File: config.mk
export PLATFORM = sky130hd
export DESIGN_NAME = smd_dq
export DESIGN_NICKNAME = d
export VERILOG_FILES = /design/src/rtl/smd_pkg.sv /design/src/rtl/smd_dq.sv
export SDC_FILE = /design/constraint.sdc
export NUM_CORES = 1
export LEC_CHECK = 0
export ABC_AREA = 0
export BUFFER_PORTS_ARGS = -buffer_cell sky130_fd_sc_hd__clkbuf_2
export CAP_MARGIN = 10
export CORE_ASPECT_RATIO = 1.1
export CORE_MARGIN = 5
export CORE_UTILIZATION = 40
export DETAILED_ROUTE_END_ITERATION = 10
export PLACE_DENSITY = 0.65
export SLEW_MARGIN = 20
export SYNTH_ARGS = -nofsm -noshare
export SYNTH_HDL_FRONTEND = slang
export SYNTH_SLANG_ARGS = --single-unit
export TNS_END_PERCENT = 30
File: constraint.sdc
create_clock -name clk -period 2.23 [get_ports clk]
set_input_delay 0.3345 -clock clk [delete_from_list [all_inputs] [get_ports clk]]
set_output_delay 0.3345 -clock clk [all_outputs]
set_load 0.01 [all_outputs]
File: src/rtl/smd_pkg.sv
// ---------------------------------------------------------------------------
// smd_pkg: shared types and constants for the segmentation mask decider
// Word formats, register map, decision modes and store sizes.
// ---------------------------------------------------------------------------
package smd_pkg;

	// store sizes
	localparam int MAX_PIXELS  = 65536;
	localparam int MAX_CLASSES = 32;
	localparam int PIX_AW      = $clog2(MAX_PIXELS);

	// decision queue between front and back
	localparam int DQ_DEPTH = 4;

	// mask byte construction
	localparam logic [7:0] BG_CODE    = 8'hE0;
	localparam int         HIST_SHIFT = 3;

	// register map
	localparam int REG_COUNT = 4;
	localparam int PADDR_W   = $clog2(4 * REG_COUNT);
	localparam logic [1:0] REG_MODE         = 2'd0;
	localparam logic [1:0] REG_CLASS_COUNT  = 2'd1;
	localparam logic [1:0] REG_PERSON_CLASS = 2'd2;
	localparam logic [1:0] REG_THRESHOLD    = 2'd3;

	// decision modes (code 3 acts as threshold)
	localparam logic [1:0] MODE_ARGMAX = 2'd0;
	localparam logic [1:0] MODE_THRESH = 2'd1;
	localparam logic [1:0] MODE_LOGIT  = 2'd2;

	// register reset values
	localparam logic [1:0]        RST_MODE         = MODE_THRESH;
	localparam logic [5:0]        RST_CLASS_COUNT  = 6'd21;
	localparam logic [4:0]        RST_PERSON_CLASS = 5'd15;
	localparam logic signed [15:0] RST_THRESHOLD   = 16'sd166;

	typedef struct packed {
		logic [15:0]        pixel_index;
		logic signed [15:0] score;
	} item_t;

	typedef struct packed {
		logic [15:0] out_pixel;
		logic [7:0]  mask_byte;
		logic        foreground;
	} result_t;

	// one finished pixel decision
	typedef struct packed {
		logic [15:0] pixel;
		logic        fg;
	} dec_t;

	typedef struct packed {
		logic [1:0]         mode;
		logic [5:0]         class_count;
		logic [4:0]         person_class;
		logic signed [15:0] threshold;
	} cfg_t;

endpackage

File: src/rtl/smd_dq.sv
// ---------------------------------------------------------------------------
// smd_dq: decision queue
// Short FIFO of decision words between the classifier and the mask updater.
// ---------------------------------------------------------------------------
module smd_dq
	import smd_pkg::*;
(
	input  logic clk,
	input  logic arst_n,
	input  logic wr,
	input  dec_t wr_word,
	input  logic rd,
	output dec_t rd_word,
	output logic valid,
	output logic full
);

	localparam int PW = $clog2(DQ_DEPTH);
	localparam int CW = $clog2(DQ_DEPTH + 1);

	dec_t          fifo_q [DQ_DEPTH];
	logic [PW-1:0] wr_ptr_q;
	logic [PW-1:0] rd_ptr_q;
	logic [CW-1:0] cnt_q;

	assign valid   = (cnt_q != '0);
	assign full    = (cnt_q == CW'(DQ_DEPTH));
	assign rd_word = fifo_q[rd_ptr_q];

	// storage
	always_ff @(posedge clk) begin
		if (wr) begin
			fifo_q[wr_ptr_q] <= wr_word;
		end
	end

	// pointers and fill count
	always_ff @(posedge clk or negedge arst_n) begin
		if (!arst_n) begin
			wr_ptr_q <= '0;
			rd_ptr_q <= '0;
			cnt_q    <= '0;
		end else begin
			if (wr) begin
				wr_ptr_q <= wr_ptr_q + PW'(1);
			end
			if (rd) begin
				rd_ptr_q <= rd_ptr_q + PW'(1);
			end
			if (wr && !rd) begin
				cnt_q <= cnt_q + CW'(1);
			end else if (rd && !wr) begin
				cnt_q <= cnt_q - CW'(1);
			end
		end
	end

	// never written when full unless also read in the same cycle, never read when empty
	a_no_overflow: assert property (@(posedge clk) disable iff (!arst_n)
		wr |-> (!full || rd))
		else $error("decision queue written while full");

	a_no_underflow: assert property (@(posedge clk) disable iff (!arst_n)
		rd |-> valid)
		else $error("decision queue read while empty");

endmodule

==> results of run 1 <==
==> cell type report <==
class / instances / share of cell area [%]
flip-flops and latches: 75 / 64.51
multi-input cells: 40 / 17.98
repair buffers: 46 / 7.645
clock buffers: 11 / 4.114
well taps: 85 / 3.094
clock inverters: 5 / 2.221
inverters: 4 / 0.4368
==> worst max-delay path by stage <==
stage | startpoint | endpoint | slack (ns)
3_3_place_gp | rd_ptr_q[0] | rd_word[14] | 0.60
6_report | rd_ptr_q[1] | rd_word[9] | 0.23
3_5_place_dp | wr | cnt_q[2] | 0.55
4_1_cts | rd_ptr_q[1] | rd_word[9] | 0.18
2_1_floorplan | rd_ptr_q[0] | rd_word[0] | 0.76
5_1_grt | rd_ptr_q[1] | rd_word[10] | 0.15
==> layout by cell type (no fill, tap or decap) <==
cell type | synthesis | layout
mux4_2 | 8 | 8
xnor2_1 | 2 | 2
nor2_1 | 1 | 1
inv_6 | 0 | 1
inv_1 | 4 | 4
ha_1 | 5 | 5
and2_1 | 4 | 4
dfrtp_1 | 7 | 7
mux4_1 | 9 | 9
clkbuf_1 | 0 | 1
buf_4 | 0 | 5
nand2_1 | 2 | 2
xor2_1 | 4 | 4
or3_1 | 1 | 1
edfxtp_1 | 68 | 68
dlygate4sd3_1 | 0 | 1
o21ai_0 | 1 | 1
nor3b_1 | 1 | 1
buf_12 | 1 | 1
clkinv_1 | 0 | 2
clkbuf_2 | 0 | 39
bufinv_16 | 0 | 2
mux2_2 | 1 | 1
clkbuf_8 | 0 | 10
fa_1 | 1 | 1
==> kinds of logic (layout without fill, tap and decap cells) <==
group / after synthesis / in the layout
flip-flops: 75 / 75
multiplexers: 18 / 18
AND/OR/NAND/NOR: 9 / 9
buffers and inverters: 8 / 66
adder cells (fa/ha/maj): 6 / 6
XOR/XNOR: 6 / 6
AO/OA/AOI/OAI: 1 / 1
==> worst max-delay path: cells and delay by family (launching register included) <==
kind	cells	cell delay, ns
buffers and inverters	2	0.44
muxes	1	0.34
DFF	1	0.55
==> registers in the layout, indices dropped and copies added, names as in the netlist <==
register	cells
fifo_q	68
cnt_q	3
rd_ptr_q	2
wr_ptr_q	2
==> per-layer routing <==
layer,global-route usage [%],share of wire [%],up-vias
li1,-,-,611
met1,12.04,39,674
met2,20.75,55,35
met3,5.068,5.3,4
met4,3.725,0.74,0
met5,0,0,-
==> through the flow <==
step / power (mW) / instances / instance area, µm² / hold slack [ns]
6_report: 4.357 / 266 / 3437 / 0.2111
5_1_grt: 4.593 / 266 / 3437 / 0.1879
4_1_cts: 4.427 / 266 / 3437 / 0.1925
3_5_place_dp: 3.316 / 249 / 3209 / 0.1876
3_3_place_gp: 3.254 / 249 / 3209 / 0.1769
2_1_floorplan: 2.834 / 123 / 2892 / 0.03891
==> power breakdown <==
| part | leakage, nW | switching, mW | total (mW) | internal (mW) |
|---|---|---|---|---|
| Combinational | 0.458 | 0.628 | 1.25 | 0.620 |
| Clock | 0.109 | 0.460 | 1.12 | 0.658 |
| Sequential | 0.707 | 0.134 | 1.99 | 1.86 |
| Total | 1.27 | 1.22 | 4.36 | 3.14 |
==> out/results.tsv, run 1 <==
metric	value	unit
status	finished clean	
skew	0.01022	ns
synth-adder-area-share	2.856	%
synth_xor_area_share	1.817	%
insertedDiodeCount	0	
critical_path_class	flip-flop to output port	
preCtsSetupSlack	0.5461	ns
syn_to_final_growth	18.87	%
hold_violations	0	
clock-sinks	75	
gr-total-overflow	0	
fin_crit_sh	89.48	%
cts_setup_buffers	0	
worst_ep_arrival_time	1.66	ns
initial_utilization	41.03	%
r2r-end	fifo_q[0][9]	
grt_antenna_before_repair	0	
seqCellArea	2217	µm²
irDropWorstVdd	580.3	µV
setup_ws	0.2347	ns
worst_path_largest_cell_delay	0.55	ns
max_cap_violations	0	
synth-async-reset-ratio	9.333	%
setup_tns	0	ns
period_needed	1.995	ns
synth_compound_area_share	0.1731	%
post_synth_main_area_contributors	edfxtp_1 (71%), mux4_1 (8.2%), mux4_2 (6.2%)	
synth.most_common_cell	edfxtp_1	
fin_util	48.77	%
ff2ff_path_depth	4	
cts_hold_buf	1	
drt-initial-drc-count	59	
ant_nets	0	
io_buffers	39	
multiInputGateArea	618.1	µm²
drc	0	
root_buffer	clkbuf_8	
startpoint_type	flip-flop	
core	7047	µm²
rows	32	
cts_tree	built	
min_from	wr_word[11]	
synthSimpleGateAreaFrac	1.731	%
power_density	1268	nW/µm²
reg2reg_slack	0.56	ns
dieArea	9031	µm²
maxSlewHeadroom	40.74	%
die_x	91.07	µm
synth_cell_types	19	
ys_ff_latch	75	
cts_buffers	9	
leakagePower	1.273	nW
yosysWarnings	0	
synth_nets	150	
yosysTopAreaCellShare	70.62	%
ys.flop_type	edfxtp_1	
ys_top_cells_by_count	edfxtp_1 (68), mux4_1 (9), mux4_2 (8)	
grt_pass1_vias	1489	
place_congestion	0.6747	
hpwl	3376	µm
hp-class	input port to flip-flop	
cts_resized	0	
via_per_inst	4.977	
grt_usage	11.54	%
cts_buffer_depth	2	
nets	203	
crit_slowest_cell	dfrtp_1	
synth-edff-count	68	
syn_inst	123	
critPathRequiredTime	1.90	ns
max_freq	501.2	MHz
fill_cells	577	
min_path_cells	1	
path_cells	buf_4, mux4_2, clkbuf_2	
grt_pass1_wl	7810	µm
die_h	99.17	µm
r2r-start	wr_ptr_q[0]	
yosysSeqAreaShare	76.68	%
end_kind	output port	
clk_pin_slew	0.08	ns
postRouteWirelength	4848	µm
cts_htree_levels	3	
netlist.top_cell.by_area	edfxtp_1	
worst_pin_slew	0.8889	ns
insertion_delay	0.34	ns
path_max_fanout	11	
wl_per_cell	18.23	µm
final-setup-viol-count	0	
grt_max_degree	18	
first_pass_iters	4	
io_pins	40	
rsz0062_at_grt	false	
synth.area.mux_share	14.80	%
syn_area_per_cell	23.51	µm²
synth_top_family_by_area	multiplexers	
syn_area	2892	µm²
drive_gt1_share	37.02	%
worst_hold_path.endpoint	fifo_q[1][11]	
route.vias.total	1324	
slew_viol_final	0	
Note: power is estimated with default switching activity, not from simulation.
==> inputs of run 2 (changes only) <==
--- a/config.mk
+++ b/config.mk
@@ -13,6 +13,7 @@
 export CORE_UTILIZATION = 40
 export DETAILED_ROUTE_END_ITERATION = 10
 export PLACE_DENSITY = 0.65
+export RECOVER_POWER = 100
 export SLEW_MARGIN = 20
 export SYNTH_ARGS = -nofsm -noshare
 export SYNTH_HDL_FRONTEND = slang
==> out/results.tsv, run 2 (synthesized netlist as in run 1, its figures left out) <==
metric	value	unit
status	finished clean	
skew	0.008143	ns
slew_viol_final	0	
drc	0	
worst_ep_arrival_time	1.67	ns
dp_cells	249	
grt_antenna_before_repair	0	
leakagePower	1.157	nW
drt-initial-drc-count	68	
critPathLaunch	rd_ptr_q[1]	
maxSlewHeadroom	13.81	%
irDropWorstVdd	578.7	µV
io_buffers	39	
setup_tns	0	ns
period_needed	2.001	ns
cts_resized	0	
total_power	4.290	mW
ant_nets	0	
rows	32	
cts_setup_buffers	0	
fin_util	48.01	%
grt_pass1_vias	1489	
reg2reg_slack	0.27	ns
final_cell_mix	edfxtp_1 (68), clkbuf_1 (38), clkbuf_8 (10)	
final-setup-viol-count	0	
rsz0062_at_grt	false	
ff2ff_path_depth	2	
first_pass_iters	4	
grt_pass1_wl	7810	µm
max_freq	499.7	MHz
insertedDiodeCount	0	
setup.worst_path.end	rd_word[9]	
fin_crit_sh	89.74	%
syn_to_final_growth	17.01	%
critPathRequiredTime	1.90	ns
cts_buffer_depth	2	
end_kind	output port	
hold_violations	0	
top_register	fifo_q	
root_buffer	clkbuf_8	
io_pins	40	
gr-total-overflow	0	
largest_reg_flops	68	
r2r-end	fifo_q[3][6]	
r2r-start	wr_ptr_q[0]	
grt_usage	11.54	%
die_x	91.07	µm
core	7047	µm²
top_regs	fifo_q x68, cnt_q x3	
route.vias.total	1330	
insertion_delay	0.34	ns
critical_path_class	flip-flop to output port	
drive_gt1_share	16.57	%
worst_pin_slew	1.292	ns
die_h	99.17	µm
startpoint_type	flip-flop	
path_max_fanout	11	
hpwl	3376	µm
place_congestion	0.6747	
hp-class	input port to flip-flop	
postRouteWirelength	4844	µm
hold_ws	0.2238	ns
dieArea	9031	µm²
layout.cells.non_filler	266	
nets	203	
final_common_cell	edfxtp_1	
clock-sinks	75	
cts_buffers	9	
wl_per_cell	18.21	µm
initial_utilization	41.03	%
cts_htree_levels	3	
via_per_inst	5.000	
cts_tree	built	
grt_max_degree	18	
clk_pin_slew	0.07	ns
max_cap_violations	0	
power_density	1268	nW/µm²
[run 2: cell count changes in the layout (fill, tap and decap cells not counted)]
cell,before,now
and2_1,4,0
and2_0,0,4
clkbuf_1,1,38
clkbuf_2,39,5
buf_4,5,2
[run 2: metrics by stage]
| stage | cell area [µm²] | setup slack [ns] |
|---|---|---|
| floorplan | 2892 | 0.7594 |
| global placement | 3209 | 0.6029 |
| detailed placement | 3209 | 0.5461 |
| CTS | 3437 | 0.1790 |
| global route | 3383 | 0.1433 |
| finish | 3383 | 0.2289 |
[run 2: worst min path at each step]
stage | endpoint | depth (start not counted) | from | slack, ns
after floorplan | cnt_q[0] | 0 | arst_n | 0.04
after global placement | cnt_q[1] | 1 | arst_n | 0.18
after detailed placement | cnt_q[2] | 1 | arst_n | 0.19
after CTS | fifo_q[1][15] | 1 | wr_word[15] | 0.19
after global routing | rd_ptr_q[0] | 2 | rd | 0.21
final | rd_ptr_q[0] | 2 | rd | 0.22
[run 2: cell type report]
class | count | area [µm²]
multi-input combinational | 40 | 618.1
inverter | 4 | 15.01
tap | 85 | 106.4
clock inverter | 5 | 76.32
timing repair buffer | 46 | 209.0
fill | 595 | 3664
sequential | 75 | 2217
clock buffer | 11 | 141.4
[run 2: repair_timing]
item | CTS | global route
hold buffers | 1 | 0
endpoints found under the hold margin | 7 | 0
setup endpoints to repair | 0 | 0
[run 2: per-layer routing]
layer  global-route usage [%]  up-vias  routed length, µm
met4                    3.725        0                 38
met3                    5.068        5                284
met5                        0        -                  0
met2                    20.75       32               2638
li1                         -      612                  -
met1                    12.04      681               1882
[run 2: critical path, stage by stage, from the launching register on]
cell,delay (ns)
dfrtp_1,0.56
buf_4,0.29
mux4_2,0.34
clkbuf_1,0.15
[run 2: power by group]
part           total (mW)  switching (mW)  internal (mW)
Clock                1.11           0.455          0.658
Combinational        1.18           0.630          0.553
Sequential           1.99           0.134           1.86
