## src/rtl/smd_pkg.sv

```systemverilog
// ---------------------------------------------------------------------------
// smd_pkg: shared types and constants for the segmentation mask decider
// Word formats, register map, decision modes and store sizes.
// ---------------------------------------------------------------------------
package smd_pkg;

	// store sizes
	localparam int MAX_PIXELS  = 65536;
	localparam int MAX_CLASSES = 32;
	localparam int PIX_AW      = $clog2(MAX_PIXELS);

	// decision queue between front and back
	localparam int DQ_DEPTH = 4;

	// mask byte construction
	localparam logic [7:0] BG_CODE    = 8'hE0;
	localparam int         HIST_SHIFT = 3;

	// register map
	localparam int REG_COUNT = 4;
	localparam int PADDR_W   = $clog2(4 * REG_COUNT);
	localparam logic [1:0] REG_MODE         = 2'd0;
	localparam logic [1:0] REG_CLASS_COUNT  = 2'd1;
	localparam logic [1:0] REG_PERSON_CLASS = 2'd2;
	localparam logic [1:0] REG_THRESHOLD    = 2'd3;

	// decision modes (code 3 acts as threshold)
	localparam logic [1:0] MODE_ARGMAX = 2'd0;
	localparam logic [1:0] MODE_THRESH = 2'd1;
	localparam logic [1:0] MODE_LOGIT  = 2'd2;

	// register reset values
	localparam logic [1:0]        RST_MODE         = MODE_THRESH;
	localparam logic [5:0]        RST_CLASS_COUNT  = 6'd21;
	localparam logic [4:0]        RST_PERSON_CLASS = 5'd15;
	localparam logic signed [15:0] RST_THRESHOLD   = 16'sd166;

	typedef struct packed {
		logic [15:0]        pixel_index;
		logic signed [15:0] score;
	} item_t;

	typedef struct packed {
		logic [15:0] out_pixel;
		logic [7:0]  mask_byte;
		logic        foreground;
	} result_t;

	// one finished pixel decision
	typedef struct packed {
		logic [15:0] pixel;
		logic        fg;
	} dec_t;

	typedef struct packed {
		logic [1:0]         mode;
		logic [5:0]         class_count;
		logic [4:0]         person_class;
		logic signed [15:0] threshold;
	} cfg_t;

endpackage

```

## src/rtl/smd_front.sv

```systemverilog
// ---------------------------------------------------------------------------
// smd_front: score classifier
// Runs the arg-max, threshold or two-logit decision on each accepted score
// word and emits one decision word when a pixel is complete.
// ---------------------------------------------------------------------------
module smd_front
	import smd_pkg::*;
(
	input  logic  clk,
	input  logic  arst_n,
	input  logic  accept,
	input  item_t item,
	input  cfg_t  cfg,
	input  logic  restart,
	output logic  dec_valid,
	output dec_t  dec_word
);

	logic signed [15:0] best_score_q;
	logic [4:0]         best_class_q;
	logic [4:0]         score_cnt_q;

	logic [5:0]         n_eff;
	logic [4:0]         pos;
	logic [5:0]         pos_next;
	logic               take;
	logic [4:0]         class_new;
	logic               emit;
	logic               fg;
	logic signed [15:0] best_score_d;
	logic [4:0]         best_class_d;
	logic [4:0]         score_cnt_d;

	// effective class count, clamped to 1..MAX_CLASSES
	always_comb begin
		if (cfg.class_count == 6'd0) begin
			n_eff = 6'd1;
		end else if (cfg.class_count > 6'(MAX_CLASSES)) begin
			n_eff = 6'(MAX_CLASSES);
		end else begin
			n_eff = cfg.class_count;
		end
	end

	// position within the pixel and running max update
	assign pos       = ({1'b0, score_cnt_q} >= n_eff) ? 5'd0 : score_cnt_q;
	assign pos_next  = {1'b0, pos} + 6'd1;
	assign take      = (pos == 5'd0) || (item.score > best_score_q);
	assign class_new = take ? pos : best_class_q;

	// per-mode decision
	always_comb begin
		best_score_d = best_score_q;
		best_class_d = best_class_q;
		score_cnt_d  = score_cnt_q;
		emit         = 1'b0;
		fg           = 1'b0;
		unique case (cfg.mode)
			MODE_ARGMAX: begin
				if (take) begin
					best_score_d = item.score;
					best_class_d = pos;
				end
				if (pos_next >= n_eff) begin
					emit        = 1'b1;
					fg          = (class_new == cfg.person_class);
					score_cnt_d = 5'd0;
				end else begin
					score_cnt_d = pos_next[4:0];
				end
			end
			MODE_LOGIT: begin
				if (score_cnt_q == 5'd0) begin
					best_score_d = item.score;
					score_cnt_d  = 5'd1;
				end else begin
					emit        = 1'b1;
					fg          = (best_score_q < item.score);
					score_cnt_d = 5'd0;
				end
			end
			default: begin
				emit = 1'b1;
				fg   = (item.score > cfg.threshold);
			end
		endcase
	end

	// classifier state
	always_ff @(posedge clk or negedge arst_n) begin
		if (!arst_n) begin
			best_score_q <= '0;
			best_class_q <= '0;
			score_cnt_q  <= '0;
		end else if (restart) begin
			score_cnt_q <= '0;
		end else if (accept) begin
			best_score_q <= best_score_d;
			best_class_q <= best_class_d;
			score_cnt_q  <= score_cnt_d;
		end
	end

	assign dec_valid      = accept && emit;
	assign dec_word.pixel = item.pixel_index;
	assign dec_word.fg    = fg;

endmodule

```

## config.mk

```make
export PLATFORM = sky130hd
export DESIGN_NAME = smd_front
export DESIGN_NICKNAME = d
export VERILOG_FILES = /design/src/rtl/smd_pkg.sv /design/src/rtl/smd_front.sv
export SDC_FILE = /design/constraint.sdc
export NUM_CORES = 1
export LEC_CHECK = 0
export BUFFER_PORTS_ARGS = -buffer_cell sky130_fd_sc_hd__buf_4
export CAP_MARGIN = 15
export CORE_ASPECT_RATIO = 1.1
export CORE_UTILIZATION = 56
export DETAILED_ROUTE_END_ITERATION = 10
export PLACE_DENSITY = 0.91
export SLEW_MARGIN = 20
export SYNTH_ARGS = -nofsm -noshare
export SYNTH_HDL_FRONTEND = slang
export SYNTH_SLANG_ARGS = --single-unit
```

## constraint.sdc

```tcl
create_clock -name clk -period 10 [get_ports clk]
set_clock_uncertainty 0.1 [all_clocks]
set_input_delay 1 -clock clk [delete_from_list [all_inputs] [get_ports clk]]
set_output_delay 1 -clock clk [all_outputs]
set_load 0.1 [all_outputs]
```

==> results by group, run 1 <==
Power and ir drop
  • Pwr per Cell Area: 118 nW/µm²
  • Power, Total: 0.352 mW
  • Static leakage power: 1.57 nW
  • Worst voltage drop across the vdd grid: 0.0651 mV

Yosys
  • Most used flip-flop cell after synthesis: sky130_fd_sc_hd__dfrtp_1
  • Yosys reg bits: 26
  • Count of synthesis-stage warnings from yosys: 0
  • Async set-or-reset flop fraction in the synthesized netlist: 100%
  • Total standard cell area after synthesis: 2630 µm²
  • Cells after Synth: 294
  • Unique cell type count in the Yosys netlist: 46
  • Mean cell area of the mapped netlist: 8.94 µm²
  • Proportion of synthesized chip area in sequential cells: 24.8%
  • Post-Syn Nets: 403
  • Number of synthesized flops with an enable pin: 0

CTS
  • CTS tree: done
  • Total of cells resized after clock tree synthesis: 0
  • Hold buffers post-CTS: 0
  • H-tree depth: 1
  • TritonCTS buffer count: 3
  • Number of sinks handled by clock tree synthesis: 26
  • Clock transition at the register clock pins on the worst setup and hold paths after CTS: 0.09 ns
  • Clock Latency Late Sink: 0.27 ns
  • Post-CTS Setup Inserts: 0
  • Clock buffer depth: 2
  • Clock Tree Root: sky130_fd_sc_hd__clkbuf_8

Floorplanning
  • Vertical die dimension: 73.8 µm
  • Core ar.: 4410 µm²
  • Full die area: 4970 µm²
  • Std-Cell Rows: 25
  • Die Wd: 67.3 µm
  • Num ports: 83
  • Effective utilization at floorplan: 59.6%

Worst setup path
  • Kind of end point of the critical path: primary output
  • Critical path class: in -> out
  • Startpoint types: input port
  • Required time of the critical path: 8.90 ns
  • CP max FO: 8
  • Arrival time of the worst setup path: 4.72 ns
  • Cell count of the worst reg-to-reg path: 17

Placement
  • Area after detailed placement: 2910 µm²
  • Port Buffer Count: 50
  • HPWL Detailed: 4580 µm
  • Number of instances in the placed design: 376
  • Setup Slack @ Placement: 4.25 ns
  • Gp weighted congestion: 0.885

Global routing
  • Largest net degree at the start of global routing: 27
  • GRT overflow: 0
  • Global-route wire length before repair: 9510 µm
  • Total track usage: 25.0%
  • Number of global-route vias before repair: 2246
  • Antenna violations before repair: 0

Final layout
  • Net count reported at finish: 436
  • Number of antenna diodes: 0
  • Area added between synthesis and finish: 13.4%
  • Fill cell count: 329
  • Non-Filler Cell Area, Final: 2980 µm²
  • Proportion of layout cells with a drive suffix above 1: 20.6%
  • Final cell count without fillers: 380

Timing
  • Unrepaired setup endpoints after global routing: no
  • Setup WS post-layout: 4.18 ns
  • Max Slew Vio Count: 0
  • Final critical delay including setup and external delays: 5.82 ns
  • Final setup violation count: 0
  • Share of the clock period used by the worst path: 58.2%
  • FMAX: 172 MHz
  • Post-Route Setup TNS: 0 ns
  • Worst Tran Pin Value: 0.873 ns
  • Max_slew headroom: 41.8%
  • Final Hold Viols: 0

Flow run
  • Max Cap Viol: 0

Drt
  • Highest routed metal layer: met4
  • Detailed Route Iter0 Violations: 124
  • Sum of routed wire length over all layers: 5690 µm
  • Total number of vias: 2230
  • Met2 Routed Length: 2870 µm
  • First-pass detailed-route iteration total: 4
  • DRC violation count after routing: 0
  • Wire length the detailed router placed on met1: 2430 µm
  • WL per Instance: 15.0 µm
  • Routed vias/inst: 5.87
  • Routed length on met3: 300 µm
  • Antenna-violating nets left: 0

Min path
  • Type of the tightest min-delay check: reg -> reg
  • Number of cells traversed by the worst hold path: 1

Outcome
  • Result of the run: finished, final reports clean
## routing by layer
| metal | track usage (%) | up-vias |
|---|---|---|
| met1 | 30.2 | 1050 |
| met4 | 8.75 | 0 |
| li1 | - | 1091 |
| met2 | 45.0 | 76 |
| met5 | 0 | - |
| met3 | 2.48 | 13 |
## critical path: stages
cell,delay (ns)
sky130_fd_sc_hd__buf_4,0.11
sky130_fd_sc_hd__nor4_1,0.26
sky130_fd_sc_hd__nor2_1,0.06
sky130_fd_sc_hd__nor2_1,0.14
sky130_fd_sc_hd__ha_1,0.25
sky130_fd_sc_hd__o2111ai_1,0.21
sky130_fd_sc_hd__a21oi_1,0.16
sky130_fd_sc_hd__nor2_1,0.44
sky130_fd_sc_hd__nand2_1,0.18
sky130_fd_sc_hd__inv_1,0.15
sky130_fd_sc_hd__ha_1,0.20
sky130_fd_sc_hd__nand3_1,0.10
sky130_fd_sc_hd__xor2_1,0.17
sky130_fd_sc_hd__nor3_1,0.24
sky130_fd_sc_hd__ha_1,0.21
sky130_fd_sc_hd__a21oi_1,0.07
sky130_fd_sc_hd__nand2_1,0.12
sky130_fd_sc_hd__o211ai_1,0.12
sky130_fd_sc_hd__o221ai_1,0.21
sky130_fd_sc_hd__buf_4,0.33
## final timing paths
| check | slack, ns | from | end |
|---|---|---|---|
| min in group asynchronous | 0.51 | arst_n | best_score_q[2] |
| max in group asynchronous | 9.04 | arst_n | best_class_q[4] |
| hold / removal | 0.40 | best_score_q[2] | best_score_q[2] |
| setup reg to reg | 6.02 | score_cnt_q[2] | score_cnt_q[0] |
| setup / recovery | 4.18 | cfg[22] | dec_word[0] |
| hold reg to reg | 0.40 | best_score_q[2] | best_score_q[2] |
## synth_stat cells, types with 2 or more instances
library cell                n  area share (%)
sky130_fd_sc_hd__ha_1      44              21
sky130_fd_sc_hd__inv_1     37             5.3
sky130_fd_sc_hd__dfrtp_1   26              25
sky130_fd_sc_hd__nand2_1   23             3.3
sky130_fd_sc_hd__buf_4     17             4.9
sky130_fd_sc_hd__nor2_1    14             2.0
sky130_fd_sc_hd__a21oi_1   13             2.5
sky130_fd_sc_hd__o21ai_0   11             2.1
sky130_fd_sc_hd__mux2_4    10             5.7
sky130_fd_sc_hd__nor3_1     8             1.5
sky130_fd_sc_hd__a22o_1     7             2.3
sky130_fd_sc_hd__nand3_1    7             1.3
sky130_fd_sc_hd__mux2_1     6             2.6
sky130_fd_sc_hd__xnor2_1    6             2.0
sky130_fd_sc_hd__nand2b_1   5             1.2
sky130_fd_sc_hd__nand4_1    5             1.2
sky130_fd_sc_hd__nor2b_1    4            0.95
sky130_fd_sc_hd__o21a_1     4             1.1
sky130_fd_sc_hd__o21ai_1    4            0.76
sky130_fd_sc_hd__a21o_1     3            0.86
sky130_fd_sc_hd__a31oi_1    3            0.71
sky130_fd_sc_hd__and3_1     3            0.71
sky130_fd_sc_hd__clkbuf_1   3            0.43
sky130_fd_sc_hd__buf_6      2            0.86
sky130_fd_sc_hd__mux2i_1    2            0.76
sky130_fd_sc_hd__nand3b_1   2            0.57
sky130_fd_sc_hd__o211ai_1   2            0.57
sky130_fd_sc_hd__o21bai_1   2            0.57
sky130_fd_sc_hd__o221ai_1   2            0.67
sky130_fd_sc_hd__o31a_1     2            0.67
sky130_fd_sc_hd__xor2_1     2            0.67
## stage by stage
step | utilization (%) | hold WS [ns]
final | 67.6 | 0.405
after global routing | 67.6 | 0.426
after CTS | 67.6 | 0.410
after detailed placement | 66.0 | 0.389
after global placement | 66.0 | 0.378
after floorplan | - | 0.368
## power by group
| group | switching, mW | internal, mW |
|---|---|---|
| logic | 0.0651 | 0.0667 |
| clock network | 0.0342 | 0.0536 |
| registers | 0.0105 | 0.122 |
## area by class of cell
class / count / area [µm²] / area share, %
well taps: 54 / 67.6 / 2.27
repair buffers: 50 / 375 / 12.6
clock inverters: 1 / 30.0 / 1.01
multi-input cells: 208 / 1670 / 56.1
inverters: 38 / 143 / 4.79
flip-flops and latches: 26 / 651 / 21.8
clock buffers: 3 / 41.3 / 1.39
## registers in the layout, indices dropped and copies added (netlist names)
register,count
best_score_q,16
score_cnt_q,5
best_class_q,5
## cells by family (layout without fill, tap and decap cells)
family,after synthesis,in the layout,synth area share [%]
mux,19,19,9.90
flops,26,26,24.8
fa+ha+maj,44,44,21.0
compound gates,61,61,15.9
simple gates,76,76,14.3
xor+xnor,8,8,2.67
buf+inv,60,92,11.6
## cells in the final DEF, fill, tap and decap left out, drive strengths merged, types with 4 or more instances in the layout
master  count
mux2       16
nand4       5
nor2       14
nand2      23
xnor2       6
ha         44
nor2b       4
nand3       7
o21a        4
inv        37
buf        50
a22o        7
a21oi      13
nand2b      5
nor3        8
dfrtp      26
o21ai      16
Power figures use the tool's default switching activity.
==> run 2: changes to the inputs <==
CORE_UTILIZATION = 52   (was 56)
PLACE_DENSITY = 0.85   (was 0.91)
clock period = 5.98 ns   (was 10 ns; I/O delays follow)
==> run 2 against run 1 <==
Effect of this change: setup slack worse by 3.2 ns; flip-flop and latch count unchanged; non-clock buffer count stayed put; total power grew 67%; clock-buffer cell count unchanged; combinational power grew 67%; final cell count grew 0.53%; critical endpoint unchanged; largest cell class unchanged.
==> results by group, run 2 (synthesis results as in run 1) <==
Outcome
  • Result of the run: finished, final reports clean

Global routing
  • Antenna violations before repair: 0
  • Largest net degree at the start of global routing: 27
  • GRT overflow: 0
  • Total track usage: 21.4%
  • Number of global-route vias before repair: 2145
  • Global-route wire length before repair: 9490 µm

Timing
  • Unrepaired setup endpoints after global routing: no
  • Final Hold Viols: 0
  • Final setup violation count: 0
  • Final hold slack: 0.116 ns
  • Final critical delay including setup and external delays: 5.05 ns
  • Post-Route Setup TNS: 0 ns
  • Worst Tran Pin Value: 0.834 ns
  • Max_slew headroom: 44.4%
  • FMAX: 198 MHz
  • Share of the clock period used by the worst path: 84.4%
  • Max Slew Vio Count: 0

CTS
  • Post-CTS Setup Inserts: 0
  • Clock Tree Root: sky130_fd_sc_hd__clkbuf_8
  • Clock Latency Late Sink: 0.28 ns
  • Clock buffer depth: 2
  • CTS tree: done
  • TritonCTS buffer count: 3
  • Clock transition at the register clock pins on the worst setup and hold paths after CTS: 0.10 ns
  • Hold buffers post-CTS: 0
  • Total of cells resized after clock tree synthesis: 0
  • H-tree depth: 1
  • Number of sinks handled by clock tree synthesis: 26

Flow run
  • Max Cap Viol: 0

Worst setup path
  • Worst R2R Start: score_cnt_q[2]
  • Cell count of the worst reg-to-reg path: 17
  • Startpoint types: input port
  • Critical path class: in -> out
  • Arrival time of the worst setup path: 4.35 ns
  • CP max FO: 8
  • Required time of the critical path: 5.28 ns
  • End of the worst register-to-register path: score_cnt_q[0]
  • Kind of end point of the critical path: primary output
  • Register-to-register setup slack: 2.02 ns

Final layout
  • Fill cell count: 393
  • Reg with most FFs: best_score_q
  • Area added between synthesis and finish: 13.5%
  • Commonest cells after routing, fill and taps aside: 50 x sky130_fd_sc_hd__buf_4, 44 x sky130_fd_sc_hd__ha_1, 37 x sky130_fd_sc_hd__inv_1, 26 x sky130_fd_sc_hd__dfrtp_1, 23 x sky130_fd_sc_hd__nand2_1
  • Most frequent standard cell in the layout excluding fill and tap cells: sky130_fd_sc_hd__buf_4
  • Net count reported at finish: 436
  • Number of antenna diodes: 0
  • Proportion of layout cells with a drive suffix above 1: 20.6%
  • Area of the multi-input gates: 1670 µm²
  • Number of flip-flops in the largest register: 16
  • Top flop regs: best_score_q x16, best_class_q x5, score_cnt_q x5
  • Flip-flop and latch area: 651 µm²

Floorplanning
  • Full die area: 5340 µm²
  • Std-Cell Rows: 26
  • Vertical die dimension: 76.6 µm
  • Die Wd: 69.8 µm
  • Effective utilization at floorplan: 55.3%
  • Core ar.: 4750 µm²
  • Num ports: 83

Drt
  • WL per Instance: 14.1 µm
  • First-pass detailed-route iteration total: 4
  • Total number of vias: 2150
  • Detailed Route Iter0 Violations: 55
  • Antenna-violating nets left: 0
  • Routed vias/inst: 5.63
  • Sum of routed wire length over all layers: 5400 µm
  • DRC violation count after routing: 0

Power and ir drop
  • Pwr per Cell Area: 197 nW/µm²
  • Worst voltage drop across the vdd grid: 0.147 mV
  • Static leakage power: 1.57 nW

Min path
  • Type of the tightest min-delay check: in -> async

Placement
  • HPWL Detailed: 4480 µm
  • Port Buffer Count: 50
  • Gp weighted congestion: 0.906
[run 2: cell counts in the layout (fill, tap and decap cells not counted)]
No cell type changed its count.
[run 2: metrics by stage]
step,util (%),worst slack (ns),std cells,instance area (µm²),power (mW)
floorplan,-,1.39,294,2630,0.422
global placement,61.3,1.10,378,2910,0.431
detailed placement,61.3,0.960,378,2910,0.443
CTS,62.8,0.938,382,2980,0.591
global route,62.8,0.578,382,2980,0.629
finish,62.8,0.932,382,2980,0.588
[run 2: how the worst max path moves through the flow]
stage          startpoint          end  slack (ns)  cells past startpoint
6_report          cfg[22]  dec_word[0]        0.93                     20
5_1_grt           cfg[22]  dec_word[0]        0.58                     20
4_1_cts           cfg[22]  dec_word[0]        0.94                     20
3_5_place_dp      cfg[22]  dec_word[0]        0.96                     20
3_3_place_gp      cfg[22]  dec_word[0]        1.10                     20
2_1_floorplan     cfg[22]    dec_valid        1.39                     18
[run 2: final cells by class]
| type | instances | area share (%) |
|---|---|---|
| multi-input cells | 208 | 56.1 |
| repair buffers | 50 | 12.6 |
| well taps | 56 | 2.35 |
| clock buffers | 3 | 1.38 |
| clock inverters | 1 | 1.01 |
| flip-flops and latches | 26 | 21.8 |
| inverters | 38 | 4.78 |
[run 2: power breakdown]
part	internal (mW)	switching [mW]
Sequential	0.203	0.0169
Clock	0.0897	0.0582
Combinational	0.112	0.108
Total	0.405	0.183
[run 2: critical path: stages]
cell and delay (ns):
sky130_fd_sc_hd__buf_4 0.11, sky130_fd_sc_hd__nor4_1 0.28, sky130_fd_sc_hd__nor2_1 0.06, sky130_fd_sc_hd__nor2_1 0.15, sky130_fd_sc_hd__ha_1 0.25, sky130_fd_sc_hd__o2111ai_1 0.19
sky130_fd_sc_hd__a21oi_1 0.15, sky130_fd_sc_hd__nor2_1 0.43, sky130_fd_sc_hd__nand2_1 0.17, sky130_fd_sc_hd__inv_1 0.13, sky130_fd_sc_hd__ha_1 0.19, sky130_fd_sc_hd__nand3_1 0.10
sky130_fd_sc_hd__xor2_1 0.16, sky130_fd_sc_hd__nor3_1 0.25, sky130_fd_sc_hd__ha_1 0.21, sky130_fd_sc_hd__a21oi_1 0.07, sky130_fd_sc_hd__nand2_1 0.13, sky130_fd_sc_hd__o211ai_1 0.11
sky130_fd_sc_hd__o221ai_1 0.24, sky130_fd_sc_hd__buf_4 0.33
[run 2: routing by layer]
metal | vias to the layer above | wire length, µm | global-route usage (%) | part of all wire [%]
li1 | 1090 | - | - | -
met1 | 1012 | 2390 | 27.2 | 44
met3 | 2 | 226 | 3.31 | 4.2
met4 | 0 | 27 | 3.80 | 0.50
met5 | - | 0 | 0 | 0
met2 | 46 | 2750 | 38.1 | 51
==> run 3: changes to the inputs <==
CORE_UTILIZATION = 47   (was 52)
PLACE_DENSITY = 0.81   (was 0.85)
clock period = 4.2 ns   (was 5.98 ns; I/O delays follow)
==> run 3 against run 2 <==
Effect of this change: critical path depth stayed put; via count grew 3.3%; hold slack improved by 0.097 ns; combinational power is 46% higher; flip-flop and latch count unchanged; critical path type unchanged; first-iteration DRC count grew 40%; clock power is 12% higher; largest power group is now combinational cells; die area grew 10%; non-clock buffer count increased by 10; sequential power grew 43%.
==> results by group, run 3 (synthesis results as in run 1) <==
Outcome
  • Result of the run: finished, final reports clean

Placement
  • Number of instances in the placed design: 406
  • Gp weighted congestion: 0.928
  • Area after detailed placement: 3000 µm²
  • HPWL Detailed: 4660 µm
  • Port Buffer Count: 50

CTS
  • Clock Latency Late Sink: 0.28 ns
  • H-tree depth: 1
  • Clock transition at the register clock pins on the worst setup and hold paths after CTS: 0.09 ns
  • Clock buffer depth: 2
  • Clock Tree Root: sky130_fd_sc_hd__clkbuf_8
  • TritonCTS buffer count: 3
  • Number of sinks handled by clock tree synthesis: 26
  • CTS tree: done

Drt
  • Detailed Route Iter0 Violations: 77
  • Highest routed metal layer: met4
  • Routed vias/inst: 5.40
  • DRC violation count after routing: 0
  • Antenna-violating nets left: 0
  • Wire length the detailed router placed on met1: 2530 µm
  • Met2 Routed Length: 2900 µm
  • WL per Instance: 14.1 µm
  • Total number of vias: 2220
  • Routed length on met3: 309 µm
  • First-pass detailed-route iteration total: 4
  • Sum of routed wire length over all layers: 5800 µm

Timing
  • Share of the clock period used by the worst path: 96.2%
  • Final setup violation count: 0
  • Final Hold Viols: 0
  • Max_slew headroom: 66.9%
  • Worst Tran Pin Value: 0.493 ns
  • Final critical delay including setup and external delays: 4.04 ns
  • Max Slew Vio Count: 0
  • FMAX: 247 MHz

Worst setup path
  • Arrival time of the worst setup path: 3.52 ns
  • Total number of cells along the worst setup path: 20
  • Required time of the critical path: 3.68 ns
  • Critical path class: in -> out
  • CP max FO: 3
  • Cell family contributing the most delay on the critical path: simple AND/OR/NAND/NOR gates
  • Kind of end point of the critical path: primary output
  • CP Cell Sequence: buf_4, nor4_2, nor2_1, nor2_1, ha_1, o2111ai_2, a21oi_2, nor2_2, nand2_2, inv_1, ha_2, nand3_1, xor2_1, nor3_2, ha_1, nand3_1, nand2_2, o21a_1, o21a_2, buf_4
  • Buf/Inv on CP: 3
  • Delay of the slowest cell on the worst path: 0.26 ns
  • Cell count of the worst reg-to-reg path: 17
  • Startpoint types: input port
  • Critical-path top delay cell: sky130_fd_sc_hd__ha_1

Final layout
  • Area of the multi-input gates: 1720 µm²
  • Commonest cells after routing, fill and taps aside: 58 x sky130_fd_sc_hd__buf_4, 43 x sky130_fd_sc_hd__ha_1, 36 x sky130_fd_sc_hd__inv_1, 26 x sky130_fd_sc_hd__dfrtp_1, 19 x sky130_fd_sc_hd__nand2_1
  • Top flop regs: best_score_q x16, best_class_q x5, score_cnt_q x5
  • Net count reported at finish: 446
  • Number of antenna diodes: 0
  • Flip-flop and latch area: 651 µm²
  • Final cell count without fillers: 411
  • Fill cell count: 500
  • Most frequent standard cell in the layout excluding fill and tap cells: sky130_fd_sc_hd__buf_4
  • Number of flip-flops in the largest register: 16
  • Area added between synthesis and finish: 18.9%
  • Non-Filler Cell Area, Final: 3120 µm²
  • Proportion of layout cells with a drive suffix above 1: 26.8%
  • Reg with most FFs: best_score_q

Power and ir drop
  • Power share of the combinational group: 40.1%
  • Pwr per Cell Area: 257 nW/µm²
  • Switching part of the total: 32.6%
  • Clock share of power: 20.7%
  • Static leakage power: 1.61 nW
  • NetSw: 0.261 mW
  • Cell-internal power: 0.540 mW
  • Worst voltage drop across the vdd grid: 0.149 mV
  • Share of total power in sequential cells: 39.1%

Global routing
  • Total track usage: 20.8%
  • Number of global-route vias before repair: 2158
  • Global-route wire length before repair: 9540 µm
  • Largest net degree at the start of global routing: 27
  • Antenna violations before repair: 0
  • GRT overflow: 0

Min path
  • Type of the tightest min-delay check: in -> reg
  • Number of cells traversed by the worst hold path: 2

Floorplanning
  • Vertical die dimension: 80.4 µm
  • Full die area: 5890 µm²
  • Num ports: 83
  • Effective utilization at floorplan: 48.7%
  • Std-Cell Rows: 28
  • Die Wd: 73.3 µm
  • Core ar.: 5400 µm²

Flow run
  • Max Cap Viol: 0
## run 3: layout make-up
cell class,instances,share of cell area (%)
clock buffer,4,1.76
multi-input combinational,208,55.0
tap,75,3.00
inverter,38,4.69
sequential,26,20.8
timing repair buffer,60,14.7
## run 3: repair_timing
| item | 4_1_cts | 5_1_grt |
|---|---|---|
| resized for setup | 1 | 14 |
| setup buffers | 0 | 0 |
| pin swaps | 0 | 4 |
| endpoints found under the setup margin | 1 | 2 |
| hold buffers | 1 | 0 |
| endpoints found under the hold margin | 26 | 0 |
## run 3: path summary, 6_finish.rpt
kind,slack (ns),from,endpoint
hold reg to reg,0.41,best_score_q[4],best_score_q[4]
max in group asynchronous,3.26,arst_n,score_cnt_q[2]
setup reg to reg,0.92,score_cnt_q[0],score_cnt_q[0]
setup / recovery,0.16,cfg[22],dec_valid
hold / removal,0.21,restart,score_cnt_q[0]
min in group asynchronous,0.48,arst_n,best_score_q[2]
## run 3: power by group through the flow
| stage | Sequential (mW) | Clock (mW) | Combinational (mW) |
|---|---|---|---|
| after global placement | 0.316 | 0 | 0.304 |
| after CTS | 0.314 | 0.165 | 0.317 |
| after detailed placement | 0.318 | 0 | 0.314 |
| after floorplan | 0.311 | 0 | 0.291 |
| final | 0.314 | 0.166 | 0.321 |
| after global routing | 0.318 | 0.177 | 0.359 |
## run 3: per-stage QoR
step | power, mW | worst slack [ns] | setup TNS, ns | util (%) | hold WS (ns)
2_1_floorplan | 0.602 | 0.171 | 0 | - | 0.0244
3_3_place_gp | 0.620 | 0.0800 | 0 | 55.7 | 0.249
3_5_place_dp | 0.632 | -0.0375 | -0.0375 | 55.7 | 0.249
4_1_cts | 0.796 | 0.00397 | 0 | 57.0 | 0.218
5_1_grt | 0.855 | -0.0466 | -0.0768 | 57.9 | 0.209
6_report | 0.801 | 0.158 | 0 | 57.9 | 0.213
## run 3: routing by layer
layer | vias up | GRT usage [%]
li1 | 1105 | -
met1 | 1043 | 26.5
met2 | 66 | 36.4
met3 | 6 | 3.14
met4 | 0 | 5.19
met5 | - | 0
## run 3: worst reg2reg max path, stage by stage, from the launching register on
cell	delay, ns
sky130_fd_sc_hd__dfrtp_1	0.47
sky130_fd_sc_hd__inv_1	0.14
sky130_fd_sc_hd__ha_1	0.32
sky130_fd_sc_hd__o2111ai_2	0.20
sky130_fd_sc_hd__a21oi_2	0.09
sky130_fd_sc_hd__nor2_2	0.16
sky130_fd_sc_hd__nand2_2	0.09
sky130_fd_sc_hd__inv_1	0.08
sky130_fd_sc_hd__ha_2	0.18
sky130_fd_sc_hd__nand3_1	0.09
sky130_fd_sc_hd__xor2_1	0.15
sky130_fd_sc_hd__nor3_2	0.17
sky130_fd_sc_hd__ha_1	0.26
sky130_fd_sc_hd__nand3_1	0.11
sky130_fd_sc_hd__nand2_2	0.09
sky130_fd_sc_hd__o311ai_0	0.28
sky130_fd_sc_hd__o21ai_0	0.14
sky130_fd_sc_hd__nor2_1	0.10
